`config.mk`:
```
export PLATFORM = sky130hd
export DESIGN_NAME = evse_charge_controller_flat
export DESIGN_NICKNAME = d
export VERILOG_FILES = /design/src/ecc_pkg.sv /design/src/ecc_if.sv /design/src/evse_charge_controller.sv /design/src/flat_wrapper.sv
export SDC_FILE = /design/constraint.sdc
export NUM_CORES = 1
export LEC_CHECK = 0
export ABC_CLOCK_PERIOD_IN_PS = 6640
export BUFFER_PORTS_ARGS = -buffer_cell sky130_fd_sc_hd__buf_2
export CAP_MARGIN = 30
export CORE_MARGIN = 4
export CORE_UTILIZATION = 58
export CTS_BUF_LIST = sky130_fd_sc_hd__clkbuf_16
export DETAILED_ROUTE_END_ITERATION = 10
export GPL_TIMING_DRIVEN = 0
export HOLD_SLACK_MARGIN = 0.15
export PLACE_DENSITY = 0.9
export RECOVER_POWER = 25
export SYNTH_ARGS = -nofsm -noshare
export SYNTH_HDL_FRONTEND = slang
export SYNTH_SLANG_ARGS = --single-unit
```
`constraint.sdc`:
```
create_clock -name clk -period 6.64 [get_ports clk]
set_input_delay 0.332 -clock clk [delete_from_list [all_inputs] [get_ports clk]]
set_output_delay 0.332 -clock clk [all_outputs]
set_load 0.02 [all_outputs]
```
`src/ecc_pkg.sv`:
```
// ----------------------------------------------------------------------------
// ecc_pkg: shared types and codes of the charge controller
// Field widths, request, pilot, relay, status and register codes, and the
// structs that carry the controller state and the commands of one word.
// ----------------------------------------------------------------------------
package ecc_pkg;

  // Field widths
  localparam int ReqW    = 2;
  localparam int VehW    = 3;
  localparam int DeltaW  = 16;
  localparam int LimReqW = 11;
  localparam int AmpsW   = 10;
  localparam int TimerW  = 20;
  localparam int PilotW  = 2;
  localparam int RelayW  = 2;
  localparam int StatusW = 3;
  localparam int CfgIdxW = 2;
  localparam int CfgDatW = 20;

  // Default minimum current (MIN_AMPS), tenths of an ampere
  localparam int MinAmpsDefault = 60;

  // Value of max_current after reset; the current limit starts there too
  localparam logic [AmpsW-1:0] MaxCurrentReset = 10'd320;

  // Request codes
  localparam logic [ReqW-1:0] REQ_TICK  = 2'd0;
  localparam logic [ReqW-1:0] REQ_START = 2'd1;
  localparam logic [ReqW-1:0] REQ_STOP  = 2'd2;
  localparam logic [ReqW-1:0] REQ_LIMIT = 2'd3;

  // Vehicle states sensed on the pilot
  localparam logic [VehW-1:0] VS_A        = 3'd0;
  localparam logic [VehW-1:0] VS_B        = 3'd1;
  localparam logic [VehW-1:0] VS_C        = 3'd2;
  localparam logic [VehW-1:0] VS_D        = 3'd3;
  localparam logic [VehW-1:0] VS_NO_POWER = 3'd4;
  localparam logic [VehW-1:0] VS_ERROR    = 3'd5;

  // Pilot commands
  localparam logic [PilotW-1:0] PILOT_NONE    = 2'd0;
  localparam logic [PilotW-1:0] PILOT_STANDBY = 2'd1;
  localparam logic [PilotW-1:0] PILOT_PWM     = 2'd2;

  // Relay commands
  localparam logic [RelayW-1:0] RELAY_NONE     = 2'd0;
  localparam logic [RelayW-1:0] RELAY_OPEN     = 2'd1;
  localparam logic [RelayW-1:0] RELAY_CLOSE    = 2'd2;
  localparam logic [RelayW-1:0] RELAY_OPEN_NOW = 2'd3;

  // Status codes
  localparam logic [StatusW-1:0] ST_DONE         = 3'd0;
  localparam logic [StatusW-1:0] ST_LOCKED_OUT   = 3'd1;
  localparam logic [StatusW-1:0] ST_ALREADY_ON   = 3'd2;
  localparam logic [StatusW-1:0] ST_NOT_READY    = 3'd3;
  localparam logic [StatusW-1:0] ST_NOT_CHARGING = 3'd4;

  // Configuration register indexes
  localparam logic [CfgIdxW-1:0] CFG_MAX_CURRENT  = 2'd0;
  localparam logic [CfgIdxW-1:0] CFG_RESUME_DELAY = 2'd1;
  localparam logic [CfgIdxW-1:0] CFG_PAUSE_LOW    = 2'd2;
  localparam logic [CfgIdxW-1:0] CFG_OPEN_NOW     = 2'd3;

  typedef struct packed {
    logic              charging;
    logic              lockout;
    logic              paused;
    logic [VehW-1:0]   vehicle_now;
    logic [VehW-1:0]   vehicle_managed;
    logic [AmpsW-1:0]  limit_now;
    logic [TimerW-1:0] pause_timer;
  } ecc_state_t;

  typedef struct packed {
    logic [PilotW-1:0]  pilot;
    logic [AmpsW-1:0]   amps;
    logic [RelayW-1:0]  relay;
    logic [StatusW-1:0] status;
  } ecc_cmd_t;

  typedef struct packed {
    ecc_state_t st;
    ecc_cmd_t   cmd;
  } ecc_work_t;

endpackage

```
`src/ecc_if.sv`:
```
// ----------------------------------------------------------------------------
// ecc channel interfaces
// Valid/ready channels of the charge controller: request words, result
// words and configuration writes.
// ----------------------------------------------------------------------------
interface ecc_req_if;
  logic                                 valid;
  logic                                 ready;
  logic [ecc_pkg::ReqW-1:0]             req_type;
  logic [ecc_pkg::VehW-1:0]             vehicle_state;
  logic [ecc_pkg::DeltaW-1:0]           delta_ms;
  logic signed [ecc_pkg::LimReqW-1:0]   limit_request;

  modport source (output valid, req_type, vehicle_state, delta_ms, limit_request,
                  input ready);
  modport sink (input valid, req_type, vehicle_state, delta_ms, limit_request,
                output ready);
endinterface

interface ecc_rsp_if;
  logic                           valid;
  logic                           ready;
  logic [ecc_pkg::PilotW-1:0]     pilot_cmd;
  logic [ecc_pkg::AmpsW-1:0]      pilot_amps;
  logic [ecc_pkg::RelayW-1:0]     relay_cmd;
  logic                           charging;
  logic                           lockout;
  logic                           paused;
  logic [ecc_pkg::StatusW-1:0]    status;

  modport source (output valid, pilot_cmd, pilot_amps, relay_cmd, charging, lockout,
                  paused, status, input ready);
  modport sink (input valid, pilot_cmd, pilot_amps, relay_cmd, charging, lockout,
                paused, status, output ready);
endinterface

interface ecc_cfg_if;
  logic                          valid;
  logic                          ready;
  logic [ecc_pkg::CfgIdxW-1:0]   index;
  logic [ecc_pkg::CfgDatW-1:0]   data;

  modport source (output valid, index, data, input ready);
  modport sink (input valid, index, data, output ready);
endinterface

```
`src/evse_charge_controller.sv`:
```
// ----------------------------------------------------------------------------
// evse_charge_controller: pilot and relay controller of a charging station
// Tracks the vehicle state, session, error lockout, current limit and the
// low-limit pause, and answers each request word with one result word.
// ----------------------------------------------------------------------------
// Each request word (a tick with the sensed vehicle state and elapsed
// milliseconds, a start, a stop, or a new current limit) gives exactly one
// result word carrying the pilot command, the relay command, the session,
// lockout and pause flags after the word, and a status code. A word is
// taken into an input register, handled in one pass of logic against the
// controller state, and its result lands in an output register, and one
// word is accepted every cycle while the result side keeps up. The rate is
// set by the update of the controller state, which the next word needs. The
// block comes out of reset locked out; a disconnect (vehicle state A) clears
// the lockout. Configuration writes are always taken and must only come
// while the block is idle.
// ----------------------------------------------------------------------------
module evse_charge_controller #(
  parameter int MIN_AMPS = ecc_pkg::MinAmpsDefault
) (
  input  logic      clk,
  input  logic      rst,
  ecc_req_if.sink   req,
  ecc_rsp_if.source rsp,
  ecc_cfg_if.sink   cfg
);

  localparam logic [ecc_pkg::AmpsW-1:0] MinAmps = ecc_pkg::AmpsW'(MIN_AMPS);
  localparam logic [ecc_pkg::TimerW-1:0] TimerMax = '1;

  // Configuration registers.
  logic [ecc_pkg::AmpsW-1:0]  max_current;
  logic [ecc_pkg::TimerW-1:0] resume_delay_ms;
  logic                       pause_at_low_limit;
  logic                       open_relay_now_at_pause;

  // Input register stage.
  logic                                 in_valid;
  logic [ecc_pkg::ReqW-1:0]             in_req_type;
  logic [ecc_pkg::VehW-1:0]             in_vehicle_state;
  logic [ecc_pkg::DeltaW-1:0]           in_delta_ms;
  logic signed [ecc_pkg::LimReqW-1:0]   in_limit_request;

  // Controller state and result register.
  ecc_pkg::ecc_state_t state;
  ecc_pkg::ecc_state_t state_next;
  ecc_pkg::ecc_cmd_t   cmd_next;
  ecc_pkg::ecc_cmd_t   result;
  logic                out_valid;
  logic                advance;

  // The input word moves on whenever the result register is free or is
  // being emptied this cycle, so the input side only stalls on output
  // backpressure.
  assign advance   = in_valid && (!out_valid || rsp.ready);
  assign req.ready = !in_valid || advance;
  assign cfg.ready = 1'b1;

  always_ff @(posedge clk) begin
    if (rst) begin
      max_current             <= ecc_pkg::MaxCurrentReset;
      resume_delay_ms         <= '0;
      pause_at_low_limit      <= 1'b0;
      open_relay_now_at_pause <= 1'b0;
    end else if (cfg.valid) begin
      case (cfg.index)
        ecc_pkg::CFG_MAX_CURRENT:  max_current <= cfg.data[ecc_pkg::AmpsW-1:0];
        ecc_pkg::CFG_RESUME_DELAY: resume_delay_ms <= cfg.data[ecc_pkg::TimerW-1:0];
        ecc_pkg::CFG_PAUSE_LOW:    pause_at_low_limit <= cfg.data[0];
        ecc_pkg::CFG_OPEN_NOW:     open_relay_now_at_pause <= cfg.data[0];
        default: ;
      endcase
    end
  end

  always_ff @(posedge clk) begin
    if (rst) begin
      in_valid <= 1'b0;
    end else if (req.ready) begin
      in_valid <= req.valid;
    end
  end

  always_ff @(posedge clk) begin
    if (req.valid && req.ready) begin
      in_req_type      <= req.req_type;
      in_vehicle_state <= req.vehicle_state;
      in_delta_ms      <= req.delta_ms;
      in_limit_request <= req.limit_request;
    end
  end

  // Vehicle states in which the pilot may advertise current.
  function automatic logic vehicle_ok(input logic [ecc_pkg::VehW-1:0] v);
    return (v == ecc_pkg::VS_B) || (v == ecc_pkg::VS_C) || (v == ecc_pkg::VS_D);
  endfunction

  function automatic ecc_pkg::ecc_work_t pilot_pwm(input ecc_pkg::ecc_work_t w,
                                                   input logic [ecc_pkg::AmpsW-1:0] a);
    ecc_pkg::ecc_work_t r;
    r = w;
    r.cmd.pilot = ecc_pkg::PILOT_PWM;
    r.cmd.amps  = a;
    return r;
  endfunction

  function automatic ecc_pkg::ecc_work_t pilot_standby(input ecc_pkg::ecc_work_t w);
    ecc_pkg::ecc_work_t r;
    r = w;
    r.cmd.pilot = ecc_pkg::PILOT_STANDBY;
    r.cmd.amps  = '0;
    return r;
  endfunction

  // Ends a session: the relay always opens at once, and the status tells
  // whether a session was running.
  function automatic ecc_pkg::ecc_work_t do_stop(input ecc_pkg::ecc_work_t w);
    ecc_pkg::ecc_work_t r;
    r = w;
    r.cmd.relay = ecc_pkg::RELAY_OPEN_NOW;
    if (!r.st.charging) begin
      r.cmd.status = ecc_pkg::ST_NOT_CHARGING;
    end else begin
      r.st.charging = 1'b0;
      r.cmd.status  = ecc_pkg::ST_DONE;
    end
    return r;
  endfunction

  // Advertises the limit, pauses or throttles below the minimum, or with no
  // ready vehicle goes to standby. A pause holds until the cooldown runs out.
  function automatic ecc_pkg::ecc_work_t apply_limit(input ecc_pkg::ecc_work_t w);
    ecc_pkg::ecc_work_t r;
    logic               hold;
    r    = w;
    hold = 1'b0;
    if (vehicle_ok(r.st.vehicle_now)) begin
      if (r.st.limit_now >= MinAmps) begin
        if (r.st.paused) begin
          if (r.st.pause_timer >= resume_delay_ms) begin
            r = pilot_pwm(r, r.st.limit_now);
            r.st.paused = 1'b0;
          end else begin
            hold = 1'b1;
          end
        end else begin
          r = pilot_pwm(r, r.st.limit_now);
        end
        if (!hold) begin
          if (r.st.charging && (r.st.vehicle_now == ecc_pkg::VS_C ||
                                r.st.vehicle_now == ecc_pkg::VS_D)) begin
            r.cmd.relay = ecc_pkg::RELAY_CLOSE;
          end else begin
            r.cmd.relay = ecc_pkg::RELAY_OPEN;
          end
        end
      end else if (pause_at_low_limit) begin
        r = pilot_pwm(r, r.st.limit_now);
        r.cmd.relay = open_relay_now_at_pause ? ecc_pkg::RELAY_OPEN_NOW
                                              : ecc_pkg::RELAY_OPEN;
        if (!r.st.paused) begin
          r.st.paused      = 1'b1;
          r.st.pause_timer = '0;
        end
      end else begin
        r = pilot_pwm(r, r.st.limit_now);
        r.st.paused = 1'b0;
      end
    end else begin
      r.cmd.relay = ecc_pkg::RELAY_OPEN;
      r = pilot_standby(r);
      r.st.paused = 1'b0;
    end
    return r;
  endfunction

  // Reacts to a new vehicle state (lockout on error or no power, release on
  // disconnect) and then drives pilot and relay for the present state.
  function automatic ecc_pkg::ecc_work_t manage(input ecc_pkg::ecc_work_t w);
    ecc_pkg::ecc_work_t r;
    r = w;
    if (r.st.vehicle_now != r.st.vehicle_managed) begin
      r.st.vehicle_managed = r.st.vehicle_now;
      if (r.st.vehicle_now == ecc_pkg::VS_NO_POWER || r.st.vehicle_now == ecc_pkg::VS_ERROR) begin
        if (!r.st.lockout) begin
          r.st.lockout = 1'b1;
          if (r.st.charging) begin
            r = do_stop(r);
          end
        end
      end else if (r.st.vehicle_now == ecc_pkg::VS_A && r.st.lockout) begin
        r.st.lockout = 1'b0;
      end
    end
    case (r.st.vehicle_now) inside
      ecc_pkg::VS_B: begin
        if (!r.st.charging) begin
          r = pilot_pwm(r, MinAmps);
        end
        r.cmd.relay = ecc_pkg::RELAY_OPEN;
      end
      ecc_pkg::VS_C, ecc_pkg::VS_D: begin
        if (r.st.charging) begin
          r = pilot_pwm(r, r.st.limit_now);
          r.cmd.relay = ecc_pkg::RELAY_CLOSE;
        end else begin
          r = pilot_pwm(r, MinAmps);
          r.cmd.relay = ecc_pkg::RELAY_OPEN;
        end
      end
      ecc_pkg::VS_ERROR: begin
        r = pilot_standby(r);
        r.cmd.relay = ecc_pkg::RELAY_OPEN_NOW;
      end
      default: begin
        r = pilot_standby(r);
        r.cmd.relay = ecc_pkg::RELAY_OPEN;
      end
    endcase
    return r;
  endfunction

  // One pass over the word in the input register.
  always_comb begin
    ecc_pkg::ecc_work_t          w;
    logic [ecc_pkg::TimerW:0]    tsum;
    logic [ecc_pkg::AmpsW-1:0]   lim;
    w.st  = state;
    w.cmd = '0;
    tsum  = '0;
    lim   = '0;
    case (in_req_type)
      ecc_pkg::REQ_TICK: begin
        // The pause timer runs first and saturates instead of wrapping.
        if (w.st.paused) begin
          tsum = {1'b0, w.st.pause_timer} + (ecc_pkg::TimerW + 1)'(in_delta_ms);
          w.st.pause_timer = tsum[ecc_pkg::TimerW] ? TimerMax : tsum[ecc_pkg::TimerW-1:0];
        end
        if (in_vehicle_state != w.st.vehicle_now) begin
          w.st.vehicle_now = in_vehicle_state;
          if (!vehicle_ok(w.st.vehicle_now) && w.st.charging) begin
            w = do_stop(w);
          end
          w = apply_limit(w);
        end
        w = manage(w);
        if (w.st.paused && w.st.limit_now >= MinAmps &&
            w.st.pause_timer >= resume_delay_ms) begin
          w = apply_limit(w);
        end
        w.cmd.status = ecc_pkg::ST_DONE;
      end
      ecc_pkg::REQ_START: begin
        if (w.st.lockout) begin
          w.cmd.status = ecc_pkg::ST_LOCKED_OUT;
        end else if (w.st.charging) begin
          w.cmd.status = ecc_pkg::ST_ALREADY_ON;
        end else if (!vehicle_ok(w.st.vehicle_now)) begin
          w.cmd.status = ecc_pkg::ST_NOT_READY;
        end else begin
          w.st.charging = 1'b1;
          w = apply_limit(w);
          w.cmd.status = ecc_pkg::ST_DONE;
        end
      end
      ecc_pkg::REQ_STOP: begin
        w = do_stop(w);
      end
      default: begin
        // New limit: negative requests give zero, the top clamps to
        // max_current, and only a real change is applied.
        lim = in_limit_request[ecc_pkg::LimReqW-1] ? '0
                                                   : in_limit_request[ecc_pkg::AmpsW-1:0];
        if (lim > max_current) begin
          lim = max_current;
        end
        if (lim != w.st.limit_now) begin
          w.st.limit_now = lim;
          w = apply_limit(w);
        end
        w.cmd.status = ecc_pkg::ST_DONE;
      end
    endcase
    state_next = w.st;
    cmd_next   = w.cmd;
  end

  always_ff @(posedge clk) begin
    if (rst) begin
      state.charging        <= 1'b0;
      state.lockout         <= 1'b1;
      state.paused          <= 1'b0;
      state.vehicle_now     <= ecc_pkg::VS_A;
      state.vehicle_managed <= ecc_pkg::VS_A;
      state.limit_now       <= ecc_pkg::MaxCurrentReset;
      state.pause_timer     <= '0;
    end else if (advance) begin
      state <= state_next;
    end
  end

  always_ff @(posedge clk) begin
    if (rst) begin
      out_valid <= 1'b0;
    end else if (advance) begin
      out_valid <= 1'b1;
    end else if (rsp.ready) begin
      out_valid <= 1'b0;
    end
  end

  // The flags in the result word are the state after the word, which is
  // exactly what the state register holds once the word has gone through.
  always_ff @(posedge clk) begin
    if (advance) begin
      result <= cmd_next;
    end
  end

  assign rsp.valid      = out_valid;
  assign rsp.pilot_cmd  = result.pilot;
  assign rsp.pilot_amps = result.amps;
  assign rsp.relay_cmd  = result.relay;
  assign rsp.status     = result.status;
  assign rsp.charging   = state.charging;
  assign rsp.lockout    = state.lockout;
  assign rsp.paused     = state.paused;

  // A session never runs while the lockout is set: entering error or no
  // power ends the session before the lockout is raised.
  assert property (@(posedge clk) disable iff (rst) !(state.charging && state.lockout))
    else $error("session active while locked out");

  // A pause only exists while the vehicle can take current.
  assert property (@(posedge clk) disable iff (rst)
                   state.paused |-> vehicle_ok(state.vehicle_now))
    else $error("pause held with vehicle not ready");

  // The relay is only ever closed for a running session.
  assert property (@(posedge clk) disable iff (rst)
                   (out_valid && result.relay == ecc_pkg::RELAY_CLOSE) |-> state.charging)
    else $error("relay closed without a session");

  // Current is only advertised with a PWM pilot.
  assert property (@(posedge clk) disable iff (rst)
                   (out_valid && result.pilot != ecc_pkg::PILOT_PWM) |-> result.amps == '0)
    else $error("amps reported without PWM pilot");

  // Reset leaves the block locked out with no session.
  assert property (@(posedge clk) $past(rst) && !rst |-> state.lockout && !state.charging)
    else $error("not locked out after reset");

endmodule
```
`src/flat_wrapper.sv`:
```
// flat-port wrapper written by rule: the top's interface ports become plain ports
module evse_charge_controller_flat 
#(
  parameter int MIN_AMPS = ecc_pkg::MinAmpsDefault
)
  (clk, rst, req_valid, req_req_type, req_vehicle_state, req_delta_ms, req_limit_request, req_ready, rsp_valid, rsp_pilot_cmd, rsp_pilot_amps, rsp_relay_cmd, rsp_charging, rsp_lockout, rsp_paused, rsp_status, rsp_ready, cfg_valid, cfg_index, cfg_data, cfg_ready);
  ecc_req_if req_i ();
  ecc_rsp_if rsp_i ();
  ecc_cfg_if cfg_i ();
  input  logic clk;
  input  logic rst;
  input wire logic [$bits(req_i.valid)-1:0] req_valid;
  input wire logic [$bits(req_i.req_type)-1:0] req_req_type;
  input wire logic [$bits(req_i.vehicle_state)-1:0] req_vehicle_state;
  input wire logic [$bits(req_i.delta_ms)-1:0] req_delta_ms;
  input wire logic [$bits(req_i.limit_request)-1:0] req_limit_request;
  output wire logic [$bits(req_i.ready)-1:0] req_ready;
  output wire logic [$bits(rsp_i.valid)-1:0] rsp_valid;
  output wire logic [$bits(rsp_i.pilot_cmd)-1:0] rsp_pilot_cmd;
  output wire logic [$bits(rsp_i.pilot_amps)-1:0] rsp_pilot_amps;
  output wire logic [$bits(rsp_i.relay_cmd)-1:0] rsp_relay_cmd;
  output wire logic [$bits(rsp_i.charging)-1:0] rsp_charging;
  output wire logic [$bits(rsp_i.lockout)-1:0] rsp_lockout;
  output wire logic [$bits(rsp_i.paused)-1:0] rsp_paused;
  output wire logic [$bits(rsp_i.status)-1:0] rsp_status;
  input wire logic [$bits(rsp_i.ready)-1:0] rsp_ready;
  input wire logic [$bits(cfg_i.valid)-1:0] cfg_valid;
  input wire logic [$bits(cfg_i.index)-1:0] cfg_index;
  input wire logic [$bits(cfg_i.data)-1:0] cfg_data;
  output wire logic [$bits(cfg_i.ready)-1:0] cfg_ready;
  assign req_i.valid = req_valid;
  assign req_i.req_type = req_req_type;
  assign req_i.vehicle_state = req_vehicle_state;
  assign req_i.delta_ms = req_delta_ms;
  assign req_i.limit_request = req_limit_request;
  assign req_ready = req_i.ready;
  assign rsp_valid = rsp_i.valid;
  assign rsp_pilot_cmd = rsp_i.pilot_cmd;
  assign rsp_pilot_amps = rsp_i.pilot_amps;
  assign rsp_relay_cmd = rsp_i.relay_cmd;
  assign rsp_charging = rsp_i.charging;
  assign rsp_lockout = rsp_i.lockout;
  assign rsp_paused = rsp_i.paused;
  assign rsp_status = rsp_i.status;
  assign rsp_i.ready = rsp_ready;
  assign cfg_i.valid = cfg_valid;
  assign cfg_i.index = cfg_index;
  assign cfg_i.data = cfg_data;
  assign cfg_ready = cfg_i.ready;
  evse_charge_controller #(.MIN_AMPS(MIN_AMPS)) u_core (.clk(clk), .rst(rst), .req(req_i), .rsp(rsp_i), .cfg(cfg_i));
endmodule
```
* After elaboration in Yosys (flattened, before gate mapping)
Cells that the tools add are included.
Storage, ports and cells: RAM bits 0, logic and storage cells 237, memories 0, output and inout bits 23, input port bits 59, memory bits (read-only) 0, bits in latches 0, flip-flop bits (word level) 122
Cells by class: add/sub/neg operators 1, mux-type cells 107, bitwise gates (word level) 2, shift-type cells 0, equality and inequality tests 41, $lt $le $gt $ge 8, multipliers 0, reduce and logical (&&, ||, !) cells 57, divide/modulo/power cells 0
Operators with widths (number):
- 56-bit two-way mux | 39
- 54-bit two-way mux | 13
- 56-bit one-hot mux with 3 select lines | 1
- 53-bit two-way mux | 3
- 20-bit two-way mux | 5
- 20-bit >= comparator | 3
- 3-bit by 2-bit equality test with 1-bit output, second input constant | 18
- 10-bit by 6-bit >= comparator with 1-bit output, second input constant | 4
- 10-bit two-way mux | 3
- 1-bit two-way mux | 28
- 2-bit two-way mux | 11
- 20-bit by 16-bit adder with 21-bit output | 1
- 3-bit by 1-bit equality test with 1-bit output, second input constant | 5
- 1-bit logical OR | 15
- 3-bit nonzero test | 5
- 6-bit AND reduction | 2
- 4-bit nonzero test | 3
- 11-bit AND reduction | 1
- 10-bit greater-than comparator | 1
- 1-bit logical AND | 10
- 5-bit two-way mux | 2
- 10-bit != test | 1
- 2-bit nonzero test | 5
- 3-bit equality test, second input constant | 3
- other kinds (18) | 34

* Depth between registers and ports, before layout
Gate-level depths: netlist of the first run.
depth in word-level cells 51, mapped depth 21

* Least setup slack after synthesis of the first run
OpenSTA, ideal clock, no wires.
path type reg-to-reg, start reg u_core.in_delta_ms[0] (netlist bit), end reg u_core.result (netlist bit u_core.rsp.pilot_amps[3]), data pin, stages on the path, launching flop included 21, setup slack 1.426 ns, arrival time 4.940 ns, cells stage by stage edfxtp_1 -> ha_1 -> fa_1 -> a211oi_1 -> nor2_1 -> o31a_1 -> o41a_1 -> o32a_1 -> nand2_1 -> nand2_1 -> o22a_1 -> ha_1 -> a21o_1 -> a211o_1 -> a221o_1 -> a2111oi_0 -> o21ai_1 -> or2_1 -> a221oi_1 -> o22a_1 -> o221ai_1
RTL lines:
- start: declaration | line evse_charge_controller.sv:41 | logic [ecc_pkg::DeltaW-1:0] in_delta_ms;
- start signal: assignment | line evse_charge_controller.sv:88 | in_delta_ms <= req.delta_ms;
- end signal: assignment | line evse_charge_controller.sv:316 | result <= cmd_next;
- end: declaration | line evse_charge_controller.sv:48 | ecc_pkg::ecc_cmd_t result;

==> reports/qor_table.md, run 1 <==
| Stage | Parameter | This run |
|---|---|---|
| status | Run status | finished, final reports clean |
| drt | Avg WL per Cell | 18.00 um |
| clocking | TritonCTS clock tree | built |
| logic synthesis | Area share of the largest cell type after synthesis | 17.88% |
| logic synthesis | Yosys warns | 0 |
| clocking | Clock latency on the worst-skew pair | 0.43 ns |
| floorplan | Die Wd | 127.1 um |
| drt | Number of remaining DRC errors | 0 |
| power and ir drop | LEAKAGE | 4.116 nW |
| floorplan | Total die area | 16160 um^2 |
| critical path | Data arrival time at the worst-slack endpoint | 6.40 ns |
| timing | Number of failing setup endpoints in the final timing report | 0 |
| timing | Part of the cycle the worst path needs | 94.13% |
| cells and area | Synthesis-to-finish area growth | 18.86% |
| timing | Pins Over Slew Limit | 0 |
| timing | Setup repair after global routing missed its margin | no |
| timing | Number of endpoints with negative hold slack in the final report | 0 |
| critical path | Required time at the endpoint of the critical path | 6.79 ns |
| critical path | Kind of end point of the critical path | flop |
| placed design | Detailed placer's ending HPWL | 16230 um |
| critical path | Type of the worst setup path | reg -> reg |
| logic synthesis | Cell count after synthesis | 914 |
| cells and area | Share of post-route cells with drive strength above 1 | 11.78% |
| timing | Setup TNS | 0 ns |
| timing | Maximum clock skew at final layout | 0.006441 ns |
| power and ir drop | Worst vdd ir | 0.1984 mV |
| floorplan | Ports | 82 |
| timing | Worst setup slack after layout | 0.3895 ns |
| worst hold path | Worst Hold Class | in -> reg |
| power and ir drop | Power per cell area | 210.9 nW/um^2 |
| critical path | Kind of start point of the critical path | flop |
| global route | Via count of the first global-routing pass | 7480 |
| drt | TritonRoute pass-1 iters | 9 |
| timing | Slew margin rel. | 39.11% |
| timing | Final worst path period need | 6.251 ns |
| logic synthesis | Post-synth cell types | 88 |
| critical path | Crit Path Max Fanout | 8 |
| clocking | Clock Tree Buf Depth | 2 |
| cells and area | Filler Cells Inserted | 1047 |
| logic synthesis | Fraction of registers with async set/reset | 0% |
| floorplan | Initial cell density of the core | 59.30% |
| floorplan | Area of the core | 13880 um^2 |
| global route | Combined global-route utilization of all metal layers | 27.42% |
| timing | Timing-limited maximum frequency | 160.0 MHz |
| logic synthesis | Area contributors post-synth | sky130_fd_sc_hd__edfxtp_1, sky130_fd_sc_hd__dfxtp_1, sky130_fd_sc_hd__ha_1 |
| clocking | Inserted Clock Buffers | 17 |
| clocking | Clock-pin slew on the worst setup and hold paths | 0.06 ns |
| logic synthesis | Number of flops mapped to enable cells by yosys | 49 |
| floorplan | Site Rows | 43 |
| drt | Detail Route Antenna Nets | 0 |
| run | Max Cap Violations | 0 |
| logic synthesis | Post-synthesis sequential area ratio | 35.63% |
| placed design | Port buffer count | 79 |
| cells and area | Final nets | 1199 |
| drt | Vias | 7817 |
| logic synthesis | Post-Synthesis Net Count | 1065 |
| global route | Number of antenna violations at the first check in global routing | 2 |
| logic synthesis | Flop and latch count out of synthesis | 122 |
| logic synthesis | Mean cell area of the mapped netlist | 9.006 um^2 |
| placed design | Final weighted congestion of routability-driven global placement | 0.9752 |
| logic synthesis | Post-Synthesis Cell Area | 8232 um^2 |
| drt | Via-per-instance ratio | 6.294 |
| placed design | Worst-case setup slack after placement | 0.5605 ns |
| logic synthesis | Most used DFF post-synth | sky130_fd_sc_hd__dfxtp_1 |
| logic synthesis | Top cell type by total area after synthesis | sky130_fd_sc_hd__edfxtp_1 |
| timing | Transition time at the pin with the least slew margin | 0.9134 ns |
| clocking | Cell chosen for the clock root | sky130_fd_sc_hd__clkbuf_16 |
| global route | Remaining global-route overflow | 0 |
| global route | Global-route wire length before repair | 35930 um |
| drt | Detailed router's first-iteration violation count | 879 |
| global route | Pin count of the biggest net entering global routing | 33 |
| floorplan | Die span in y | 127.1 um |
| clocking | Clock H-tree levels | 4 |
| clocking | Clock sink count | 122 |
| drt | Total length of routed wires | 22350 um |
worst max-delay path, cell delays in order (launching register included):
cell and delay, ns:
sky130_fd_sc_hd__edfxtp_1 0.37, sky130_fd_sc_hd__ha_1 0.23, sky130_fd_sc_hd__fa_1 0.48, sky130_fd_sc_hd__a211oi_1 0.26
sky130_fd_sc_hd__nor2_1 0.11, sky130_fd_sc_hd__o31a_1 0.29, sky130_fd_sc_hd__o41a_1 0.38, sky130_fd_sc_hd__o32a_1 0.25
sky130_fd_sc_hd__nand2_1 0.31, sky130_fd_sc_hd__nor2_1 0.19, sky130_fd_sc_hd__a211o_1 0.37, sky130_fd_sc_hd__nor2b_1 0.15
sky130_fd_sc_hd__ha_1 0.33, sky130_fd_sc_hd__a21oi_1 0.13, sky130_fd_sc_hd__o21ai_0 0.11, sky130_fd_sc_hd__a21o_1 0.20
sky130_fd_sc_hd__a221o_1 0.30, sky130_fd_sc_hd__a41oi_1 0.42, sky130_fd_sc_hd__nor2_1 0.18, sky130_fd_sc_hd__a221oi_1 0.36
sky130_fd_sc_hd__o22a_1 0.37, sky130_fd_sc_hd__o221ai_1 0.18
logic make-up (layout without fill, tap and decap cells):
group	Yosys count	after routing	synth area share, %
fa+ha+maj	92	92	14.08
simple gates	300	300	17.77
buf+inv	96	243	4.757
compound gates	262	262	23.13
xor+xnor	27	27	2.873
other cells	1	2	0.04556
mux	14	14	1.718
flops	122	122	35.63
per-stage QoR:
stage,hold WS [ns],power (mW),instances,utilization (%),area [um^2]
after global placement,0.4430,1.109,1173,63.77,8852
final,0.1525,2.063,1242,70.49,9784
after detailed placement,0.4468,1.120,1174,63.82,8859
after CTS,0.1516,2.056,1241,70.58,9797
after global routing,0.1689,2.134,1242,70.49,9784
after floorplan,0.4309,1.034,914,-,8232
final timing paths:
kind	start	end	slack (ns)	cells past startpoint
worst max-delay path	u_core.in_delta_ms[0]	u_core.rsp.pilot_amps[3]	0.39	21
worst max register to register	u_core.in_delta_ms[0]	u_core.rsp.pilot_amps[3]	0.39	21
worst min-delay path	cfg_data[15]	u_core.resume_delay_ms[15]	0.15	3
worst min register to register	u_core.resume_delay_ms[14]	u_core.resume_delay_ms[14]	0.45	2
sequential cells by signal (all words and copies together) (netlist names):
register,cells
u_core.in_delta_ms,16
u_core.in_limit_request,11
u_core.in_req_type,2
u_core.in_valid,1
u_core.in_vehicle_state,3
u_core.max_current,10
u_core.open_relay_now_at_pause,1
u_core.pause_at_low_limit,1
u_core.resume_delay_ms,20
u_core.rsp.charging,1
u_core.rsp.lockout,1
u_core.rsp.paused,1
u_core.rsp.pilot_amps,10
u_core.rsp.pilot_cmd,2
u_core.rsp.relay_cmd,2
u_core.rsp.status,3
u_core.rsp.valid,1
u_core.state,36
power breakdown:
| group | switching (mW) | internal [mW] | total [mW] |
|---|---|---|---|
| sequential | 0.0159 | 0.808 | 0.824 |
| combinational | 0.185 | 0.124 | 0.309 |
| clock | 0.348 | 0.582 | 0.930 |
| total | 0.549 | 1.51 | 2.06 |
cells in the mapped netlist (5+ instances only):
library cell,instances
sky130_fd_sc_hd__o22ai_1,5
sky130_fd_sc_hd__o21a_1,6
sky130_fd_sc_hd__nand2_1,96
sky130_fd_sc_hd__a221oi_1,5
sky130_fd_sc_hd__ha_1,91
sky130_fd_sc_hd__clkbuf_1,22
sky130_fd_sc_hd__and2_1,6
sky130_fd_sc_hd__nor2_1,79
sky130_fd_sc_hd__xor2_1,8
sky130_fd_sc_hd__nand3b_1,6
sky130_fd_sc_hd__nand4_1,10
sky130_fd_sc_hd__a21o_1,13
sky130_fd_sc_hd__inv_1,63
sky130_fd_sc_hd__nand3_1,14
sky130_fd_sc_hd__nand2b_1,14
sky130_fd_sc_hd__xnor2_1,19
sky130_fd_sc_hd__edfxtp_1,49
sky130_fd_sc_hd__o22a_1,5
sky130_fd_sc_hd__a22o_1,16
sky130_fd_sc_hd__mux2i_1,13
sky130_fd_sc_hd__dfxtp_1,73
sky130_fd_sc_hd__o2bb2ai_1,18
sky130_fd_sc_hd__a211o_1,9
sky130_fd_sc_hd__o21ai_1,6
sky130_fd_sc_hd__nor2b_1,29
sky130_fd_sc_hd__a211oi_1,15
sky130_fd_sc_hd__a21oi_1,65
sky130_fd_sc_hd__o21ai_0,29
sky130_fd_sc_hd__a31oi_1,11
sky130_fd_sc_hd__nor3_1,11
routing by layer:
metal / GRT usage [%] / vias up / part of all wire, %
met1: 35.67 / 3640 / 42
met3: 5.477 / 81 / 8.7
met5: 0 / - / 0.054
met2: 44.61 / 446 / 46
met4: 11.67 / 2 / 3.4
li1: - / 3648 / -
placed cells by master (no fill, tap or decap), drive strengths merged, types with 29 or more instances in the layout:
| master | Yosys | routed |
|---|---|---|
| dlygate4sd3 | 0 | 35 |
| edfxtp | 49 | 49 |
| dfxtp | 73 | 73 |
| a21oi | 67 | 67 |
| nor2 | 80 | 80 |
| nor2b | 29 | 29 |
| inv | 63 | 66 |
| ha | 91 | 91 |
| buf | 10 | 78 |
| nand2 | 96 | 96 |
| clkbuf | 22 | 51 |
| o21ai | 36 | 36 |
timing repair:
| item | CTS | global route |
|---|---|---|
| setup buffers | 0 | 0 |
| endpoints found under the hold margin | 35 | 0 |
| resized for setup | 0 | 0 |
| hold buffers | 35 | 0 |
final cells by class:
type                    count  area (um^2)  area share, %
multi-input cells         696         4908          50.17
flip-flops and latches    122         2933          29.97
repair buffers            115        735.7          7.519
clock buffers              17        425.4          4.348
inverters                  64        240.2          2.455
well taps                 180        225.2          2.302
clock inverters            15        162.7          1.662
plain buffers              32        151.4          1.547
diodes                      1        2.502        0.02558
Note: power is estimated with default switching activity, not from simulation.
==> run 2: changes to the inputs <==
==> constraint.sdc (replaced) <==
create_clock -name clk -period 6.64 [get_ports clk]
set_input_delay 0.664 -clock clk [delete_from_list [all_inputs] [get_ports clk]]
set_output_delay 0.664 -clock clk [all_outputs]
set_load 0.02 [all_outputs]
==> run 2 against run 1 <==
  * Sequential share of layout area rose by 1.1 points
  * Worst setup slack gained 0.035 ns
  * Register-to-register slack gained 0.04 ns
  * Count of clock-buffer cells in the layout unchanged
  * Sequential power hardly changed
  * Critical path type unchanged
  * Largest power group unchanged
==> reports/qor_table.md, run 2 (same netlist as run 1, synthesis figures left out) <==
| Stage | Parameter | This run | Delta |
|---|---|---|---|
| critical path | Kind of start point of the critical path | flop | unchanged |
| cells and area | Final nets | 1164 | was 1199 |
| timing | Transition time at the pin with the least slew margin | 0.8723 ns | was 0.9134 ns |
| critical path | Crit Path Max Fanout | 8 | unchanged |
| cells and area | Share of post-route cells with drive strength above 1 | 12.18% | was 11.78% |
| global route | Pin count of the biggest net entering global routing | 33 | unchanged |
| drt | Avg WL per Cell | 17.87 um | was 18.00 um |
| cells and area | Number of flip-flops under the largest register name | 36 | unchanged |
| worst hold path | Worst Hold Class | in -> reg | unchanged |
| cells and area | Antenna cell count | 0 | was 1 |
| critical path | Type of the worst setup path | reg -> reg | unchanged |
| clocking | Inserted Clock Buffers | 17 | unchanged |
| critical path | Required time at the endpoint of the critical path | 6.79 ns | about the same |
| global route | Via count of the first global-routing pass | 7228 | was 7480 |
| power and ir drop | Worst vdd ir | 0.1986 mV | was 0.1984 mV |
| timing | Part of the cycle the worst path needs | 93.61% | was 94.13% |
| cells and area | Largest registers | u_core.state: 36 flops, u_core.resume_delay_ms: 20 flops, u_core.in_delta_ms: 16 flops | unchanged |
| timing | Slew margin rel. | 41.85% | was 39.11% |
| power and ir drop | Power per cell area | 216.8 nW/um^2 | was 210.9 nW/um^2 |
| timing | Setup repair after global routing missed its margin | no | unchanged |
| clocking | Quantity of hold-fixing buffers added after cts | 0 | was 35 |
| cells and area | Final core occ | 67.95% | was 70.49% |
| drt | Detailed router's first-iteration violation count | 901 | was 879 |
| floorplan | Ports | 82 | unchanged |
| timing | Pins Over Slew Limit | 0 | unchanged |
| clocking | Clock latency on the worst-skew pair | 0.43 ns | about the same |
| drt | Number of remaining DRC errors | 0 | unchanged |
| critical path | Worst r2r src | u_core.in_delta_ms[0] | unchanged |
| critical path | Kind of end point of the critical path | flop | unchanged |
| worst hold path | Hold Path Cell Cnt | 1 | was 3 |
| timing | Timing-limited maximum frequency | 160.9 MHz | was 160.0 MHz |
| global route | Number of antenna violations at the first check in global routing | 1 | was 2 |
| clocking | Gates resized, CTS repair | 0 | unchanged |
| global route | Remaining global-route overflow | 0 | unchanged |
| placed design | Port buffer count | 79 | unchanged |
| timing | Number of endpoints with negative hold slack in the final report | 0 | unchanged |
| timing | Number of failing setup endpoints in the final timing report | 0 | unchanged |
| global route | Combined global-route utilization of all metal layers | 26.47% | was 27.42% |
| cells and area | Register name with the most flops | u_core.state | unchanged |
| drt | Via-per-instance ratio | 6.265 | was 6.294 |
| placed design | Final weighted congestion of routability-driven global placement | 0.9752 | unchanged |
| timing | Maximum clock skew at final layout | 0.007281 ns | was 0.006441 ns |
| floorplan | Area of the core | 13880 um^2 | unchanged |
| clocking | Cell chosen for the clock root | sky130_fd_sc_hd__clkbuf_16 | unchanged |
| drt | Total length of routed wires | 21550 um | was 22350 um |
| drt | Detail Route Antenna Nets | 0 | unchanged |
| power and ir drop | LEAKAGE | 3.970 nW | was 4.116 nW |
| placed design | Detailed placer's ending HPWL | 16230 um | unchanged |
| critical path | Worst reg2reg endpoint | u_core.rsp.pilot_amps[3] | unchanged |
| floorplan | Die span in y | 127.1 um | unchanged |
| floorplan | Total die area | 16160 um^2 | unchanged |
| drt | TritonRoute pass-1 iters | 6 | was 9 |
| timing | Setup TNS | 0 ns | unchanged |
| critical path | Minimum setup slack among reg-to-reg paths | 0.42 ns | was 0.39 ns |
| clocking | Clock Tree Buf Depth | 2 | unchanged |
| floorplan | Die Wd | 127.1 um | unchanged |
| worst hold path | WHS Endpoint | u_core.in_delta_ms[2] | was u_core.resume_delay_ms[15] |
| cells and area | Top library cells by usage in the layout, fill and taps aside | sky130_fd_sc_hd__nand2_1, sky130_fd_sc_hd__ha_1, sky130_fd_sc_hd__nor2_1 | unchanged |
| critical path | Data arrival time at the worst-slack endpoint | 6.36 ns | was 6.40 ns |
| floorplan | Site Rows | 43 | unchanged |
| cells and area | Most common cell after layout, fill and taps aside | sky130_fd_sc_hd__nand2_1 | unchanged |
| timing | Final worst path period need | 6.215 ns | was 6.251 ns |
| floorplan | Initial cell density of the core | 59.30% | unchanged |
| worst hold path | Startpoint of the lowest-slack hold path | req_delta_ms[2] | was cfg_data[15] |
| clocking | Clock-pin slew on the worst setup and hold paths | 0.06 ns | about the same |
| critical path | Number of cells traversed by the worst register-to-register path | 21 | unchanged |
| clocking | Clock H-tree levels | 4 | unchanged |
| run | Max Cap Violations | 0 | unchanged |
| drt | Vias | 7556 | was 7817 |
| clocking | TritonCTS clock tree | built | unchanged |
| clocking | Clock sink count | 122 | unchanged |
| status | Run status | finished, final reports clean | unchanged |
| cells and area | Synthesis-to-finish area growth | 14.58% | was 18.86% |
| global route | Global-route wire length before repair | 34670 um | was 35930 um |
| clocking | Number of buffers inserted by post-CTS setup repair | 0 | unchanged |
-- run 2: cell types whose count changed in the layout (fill, tap and decap cells not counted), sizes merged --
| cell | delta |
|---|---|
| diode | -1 |
| dlygate4sd3 | -35 |
-- run 2: per-layer routing --
layer  GRT usage, %  share of wire, %  vias up
met2          42.93                46      362
met3          5.268               8.0       74
met1          34.76                43     3537
met4          10.85               3.0        2
li1               -                 -     3581
met5              0             0.056        -
-- run 2: area by class of cell --
| cell class | count | area [um^2] |
|---|---|---|
| Buffer | 32 | 151.4 |
| Clock buffer | 17 | 425.4 |
| Clock inverter | 15 | 162.7 |
| Fill cell | 1104 | 4449 |
| Inverter | 64 | 240.2 |
| Multi-Input combinational cell | 696 | 4908 |
| Sequential cell | 122 | 2933 |
| Tap cell | 180 | 225.2 |
| Timing Repair Buffer | 80 | 385.4 |
-- run 2: how the worst max path moves through the flow --
stage,end,slack [ns],start,cells past startpoint
after floorplan,u_core.rsp.pilot_amps[3],1.43,u_core.in_delta_ms[0],20
after global placement,u_core.rsp.pilot_amps[2],0.65,u_core.in_delta_ms[0],21
after detailed placement,u_core.rsp.pilot_amps[3],0.56,u_core.in_delta_ms[0],21
after CTS,u_core.rsp.pilot_amps[3],0.50,u_core.in_delta_ms[0],21
after global routing,u_core.rsp.pilot_amps[3],0.20,u_core.in_delta_ms[0],21
final,u_core.rsp.pilot_amps[3],0.42,u_core.in_delta_ms[0],21
-- run 2: through the flow --
stage,power [mW],setup WS [ns],hold slack (ns),std cells,area (um^2)
2_1_floorplan,1.034,1.426,0.4363,914,8232
3_3_place_gp,1.109,0.6508,0.4430,1173,8852
3_5_place_dp,1.120,0.5605,0.4468,1174,8859
4_1_cts,2.041,0.5034,0.4042,1206,9447
5_1_grt,2.115,0.1994,0.4052,1206,9432
6_report,2.045,0.4245,0.4087,1206,9432
-- run 2: power by group --
group	leakage [nW]	switching, mW	internal (mW)	total [mW]
sequential	1.07	0.0156	0.808	0.823
clock	0.286	0.348	0.582	0.930
combinational	2.62	0.180	0.111	0.291
total	3.97	0.544	1.50	2.04
-- run 2: worst max-delay path: stages (launching register included) --
cell and delay, ns:
sky130_fd_sc_hd__edfxtp_1 0.37, sky130_fd_sc_hd__ha_1 0.23, sky130_fd_sc_hd__fa_1 0.48, sky130_fd_sc_hd__a211oi_1 0.26, sky130_fd_sc_hd__nor2_1 0.11, sky130_fd_sc_hd__o31a_1 0.29, sky130_fd_sc_hd__o41a_1 0.38, sky130_fd_sc_hd__o32a_1 0.25
sky130_fd_sc_hd__nand2_1 0.29, sky130_fd_sc_hd__nor2_1 0.19, sky130_fd_sc_hd__a211o_1 0.36, sky130_fd_sc_hd__nor2b_1 0.15, sky130_fd_sc_hd__ha_1 0.33, sky130_fd_sc_hd__a21oi_1 0.13, sky130_fd_sc_hd__o21ai_0 0.12, sky130_fd_sc_hd__a21o_1 0.20
sky130_fd_sc_hd__a221o_1 0.30, sky130_fd_sc_hd__a41oi_1 0.42, sky130_fd_sc_hd__nor2_1 0.17, sky130_fd_sc_hd__a221oi_1 0.35, sky130_fd_sc_hd__o22a_1 0.37, sky130_fd_sc_hd__o221ai_1 0.18
==> run 3: changes to the inputs <==
--- a/config.mk
+++ b/config.mk
@@ -5,7 +5,7 @@
 export SDC_FILE = /design/constraint.sdc
 export NUM_CORES = 1
 export LEC_CHECK = 0
-export ABC_CLOCK_PERIOD_IN_PS = 6640
+export ABC_CLOCK_PERIOD_IN_PS = 6200
 export BUFFER_PORTS_ARGS = -buffer_cell sky130_fd_sc_hd__buf_2
 export CAP_MARGIN = 30
 export CORE_MARGIN = 4
==> constraint.sdc (replaced) <==
create_clock -name clk -period 6.2 [get_ports clk]
set_input_delay 0.62 -clock clk [delete_from_list [all_inputs] [get_ports clk]]
set_output_delay 0.62 -clock clk [all_outputs]
set_load 0.02 [all_outputs]
==> run 3 against run 2 <==
  * Clock skew barely moved
  * Critical path depth fell by 1
  * Highest routed layer unchanged
  * Via count fell by 0.32%
  * Routed wire length rose by 0.60%
  * Hold slack got worse by 0.039 ns
  * Final cell count did not move
  * First-iteration DRC count rose by 4.9%
  * Flip-flop and latch count did not move
  * Worst setup slack got worse by 0.20 ns
  * Count of clock-buffer cells in the layout did not move
  * Final area rose by 0.12%
  * Maximum frequency rose by 4.0%
==> reports/qor_table.md, run 3 (same netlist as run 1, synthesis figures left out) <==
| Stage | Parameter | This run | Delta |
|---|---|---|---|
| critical path | Data arrival time at the worst-slack endpoint | 6.12 ns | was 6.36 ns |
| cells and area | Final core occ | 68.03% | was 67.95% |
| timing | Slew margin rel. | 42.22% | was 41.85% |
| critical path | Number of cells traversed by the worst register-to-register path | 20 | was 21 |
| floorplan | Initial cell density of the core | 59.30% | unchanged |
| power and ir drop | LEAKAGE | 3.971 nW | was 3.970 nW |
| cells and area | Top library cells by usage in the layout, fill and taps aside | sky130_fd_sc_hd__nand2_1, sky130_fd_sc_hd__ha_1, sky130_fd_sc_hd__nor2_1 | unchanged |
| global route | Number of antenna violations at the first check in global routing | 1 | unchanged |
| cells and area | Area of combinational cells with multiple inputs | 4920 um^2 | was 4908 um^2 |
| worst hold path | Startpoint of the lowest-slack hold path | req_delta_ms[8] | was req_delta_ms[2] |
| critical path | Crit-path slowest cell | sky130_fd_sc_hd__fa_1 | unchanged |
| global route | Pin count of the biggest net entering global routing | 33 | unchanged |
| timing | Part of the cycle the worst path needs | 96.39% | was 93.61% |
| drt | TritonRoute pass-1 iters | 5 | was 6 |
| placed design | Post-detailed-placement cell area | 8859 um^2 | unchanged |
| timing | Number of failing setup endpoints in the final timing report | 0 | unchanged |
| placed design | Final weighted congestion of routability-driven global placement | 0.9752 | unchanged |
| global route | Via count of the first global-routing pass | 7228 | unchanged |
| cells and area | Most common cell after layout, fill and taps aside | sky130_fd_sc_hd__nand2_1 | unchanged |
| critical path | Kind of end point of the critical path | flop | unchanged |
| timing | Transition time at the pin with the least slew margin | 0.8666 ns | was 0.8723 ns |
| placed design | Worst-case setup slack after placement | 0.1205 ns | was 0.5605 ns |
| power and ir drop | Worst vdd ir | 0.2090 mV | was 0.1986 mV |
| timing | Worst hold margin | 0.3700 ns | was 0.4087 ns |
| clocking | Clock H-tree levels | 4 | unchanged |
| critical path | Type of the worst setup path | reg -> reg | unchanged |
| cells and area | Register name with the most flops | u_core.state | unchanged |
| critical path | Kind of cell adding the most delay to the critical path | compound AO/OA/AOI/OAI gates | unchanged |
| timing | Worst setup slack after layout | 0.2238 ns | was 0.4245 ns |
| cells and area | Filler Cells Inserted | 1097 | was 1104 |
| worst hold path | Worst Hold Class | in -> reg | unchanged |
| status | Run status | finished, final reports clean | unchanged |
| cells and area | Share of post-route cells with drive strength above 1 | 12.48% | was 12.18% |
| floorplan | Total die area | 16160 um^2 | unchanged |
| cells and area | Largest registers | u_core.state: 36 flops, u_core.resume_delay_ms: 20 flops, u_core.in_delta_ms: 16 flops | unchanged |
| critical path | WP buf/inv | 0 | unchanged |
| cells and area | Number of flip-flops under the largest register name | 36 | unchanged |
| power and ir drop | Power share of the clock group | 45.4% | was 45.5% |
| clocking | Clock-pin slew on the worst setup and hold paths | 0.06 ns | about the same |
| clocking | Clock sink count | 122 | unchanged |
| cells and area | Area occupied by registers | 2933 um^2 | unchanged |
| drt | Total length of routed wires | 21680 um | was 21550 um |
| global route | Remaining global-route overflow | 0 | unchanged |
| drt | Detail Route Antenna Nets | 0 | unchanged |
| run | Max Cap Violations | 0 | unchanged |
| critical path | Kind of start point of the critical path | flop | unchanged |
| floorplan | Site Rows | 43 | unchanged |
| timing | Maximum clock skew at final layout | 0.006927 ns | was 0.007281 ns |
| clocking | Inserted Clock Buffers | 17 | unchanged |
| critical path | Required time at the endpoint of the critical path | 6.34 ns | was 6.79 ns |
| timing | Timing-limited maximum frequency | 167.3 MHz | was 160.9 MHz |
| power and ir drop | Power per cell area | 232.2 nW/um^2 | was 216.8 nW/um^2 |
| drt | Detailed router's first-iteration violation count | 945 | was 901 |
| floorplan | Ports | 82 | unchanged |
| timing | Pins Over Slew Limit | 0 | unchanged |
| floorplan | Area of the core | 13880 um^2 | unchanged |
| cells and area | Final nets | 1164 | unchanged |
| critical path | Minimum setup slack among reg-to-reg paths | 0.22 ns | was 0.42 ns |
| power and ir drop | Cell Int Power | 1.609 mW | was 1.501 mW |
| drt | Via-per-instance ratio | 6.245 | was 6.265 |
| placed design | Detailed placer's ending HPWL | 16230 um | unchanged |
| power and ir drop | Proportion of total power due to net switching | 26.63% | was 26.60% |
| timing | Setup TNS | 0 ns | unchanged |
| placed design | Post-Place Cells | 1174 | unchanged |
| power and ir drop | Sequential group share of total power | 40.2% | was 40.3% |
| power and ir drop | Combinational share of power | 14.4% | was 14.2% |
| cells and area | Design Area, Final | 9443 um^2 | was 9432 um^2 |
| cells and area | Layout Cells excl Fill | 1206 | unchanged |
| floorplan | Die Wd | 127.1 um | unchanged |
| critical path | Worst reg2reg endpoint | u_core.rsp.pilot_amps[3] | unchanged |
| global route | Combined global-route utilization of all metal layers | 26.47% | unchanged |
| drt | Vias | 7532 | was 7556 |
| timing | Number of endpoints with negative hold slack in the final report | 0 | unchanged |
| drt | Number of remaining DRC errors | 0 | unchanged |
| clocking | Clock Tree Buf Depth | 2 | unchanged |
| drt | Avg WL per Cell | 17.98 um | was 17.87 um |
| clocking | Cell chosen for the clock root | sky130_fd_sc_hd__clkbuf_16 | unchanged |
| floorplan | Die span in y | 127.1 um | unchanged |
| critical path | Launching instance or port of the critical path | u_core.in_delta_ms[0] | unchanged |
| placed design | Port buffer count | 79 | unchanged |
| critical path | Worst r2r src | u_core.in_delta_ms[0] | unchanged |
| clocking | Clock latency on the worst-skew pair | 0.42 ns | was 0.43 ns |
| timing | Final worst path period need | 5.976 ns | was 6.215 ns |
| power and ir drop | Post-route total power | 2.192 mW | was 2.045 mW |
| power and ir drop | Total net switching power | 0.5838 mW | was 0.5439 mW |
| global route | Global-route wire length before repair | 34670 um | unchanged |
| timing | Setup repair after global routing missed its margin | no | unchanged |
| worst hold path | WHS Endpoint | u_core.in_delta_ms[8] | was u_core.in_delta_ms[2] |
| critical path | Crit Path Max Fanout | 8 | unchanged |
| worst hold path | Hold Path Cell Cnt | 1 | unchanged |
| critical path | Library cell appearing most often on the critical path | sky130_fd_sc_hd__ha_1 | was sky130_fd_sc_hd__nor2_1 |
| critical path | Crit-path max cell delay | 0.48 ns | about the same |
| cells and area | Antenna cell count | 0 | unchanged |
| clocking | TritonCTS clock tree | built | unchanged |
| cells and area | Synthesis-to-finish area growth | 14.71% | was 14.58% |
| critical path | Worst path cell trace | ha_1 > fa_1 > a211oi_1 > nor2_1 > o31a_1 > o41a_1 > o32a_1 > nand2_2 > nand2_1 > o22a_1 > ha_1 > a21o_1 > a211o_1 > a221o_1 > a2111oi_0 > o21ai_1 > or2_1 > a221oi_1 > o22a_2 > o221ai_1 | was ha_1 > fa_1 > a211oi_1 > nor2_1 > o31a_1 > o41a_1 > o32a_1 > nand2_1 > nor2_1 > a211o_1 > nor2b_1 > ha_1 > a21oi_1 > o21ai_0 > a21o_1 > a221o_1 > a41oi_1 > nor2_1 > a221oi_1 > o22a_1 > o221ai_1 |
run 3: cell counts in the layout (fill, tap and decap cells not counted):
Identical to the previous run, type by type.
run 3: what timing repair did:
item / CTS / global route
buffers inserted: 0 / 0
setup endpoints to repair: 0 / 11
hold buffers: 0 / 0
gates resized for setup: 0 / 3
run 3: area by class of cell:
class,instances,area share (%)
Tap cell,180,2.385
Buffer,32,1.603
Clock inverter,15,1.723
Sequential cell,122,31.06
Inverter,64,2.544
Clock buffer,17,4.505
Multi-Input combinational cell,696,52.10
Timing Repair Buffer,80,4.081
run 3: power groups by stage:
stage | logic, mW | registers, mW | clock network (mW)
2_1_floorplan | 0.206 | 0.901 | 0
3_3_place_gp | 0.291 | 0.897 | 0
3_5_place_dp | 0.301 | 0.898 | 0
4_1_cts | 0.306 | 0.881 | 0.999
5_1_grt | 0.343 | 0.884 | 1.04
6_report | 0.315 | 0.882 | 0.995
run 3: worst max path at each step:
stage,to,slack (ns),cells past startpoint
after floorplan,u_core.rsp.pilot_amps[3],0.99,20
after global placement,u_core.rsp.pilot_amps[2],0.21,21
after detailed placement,u_core.rsp.pilot_amps[3],0.12,21
after CTS,u_core.rsp.pilot_amps[3],0.06,21
after global routing,u_core.rsp.pilot_amps[3],0.03,20
final,u_core.rsp.pilot_amps[3],0.22,20
run 3: routing by layer:
metal / share of wire, % / up-vias / track usage [%]
met2: 46 / 394 / 42.93
met3: 9.0 / 57 / 5.268
met4: 2.7 / 2 / 10.85
met5: 0.055 / - / 0
met1: 42 / 3504 / 34.76
li1: - / 3575 / -
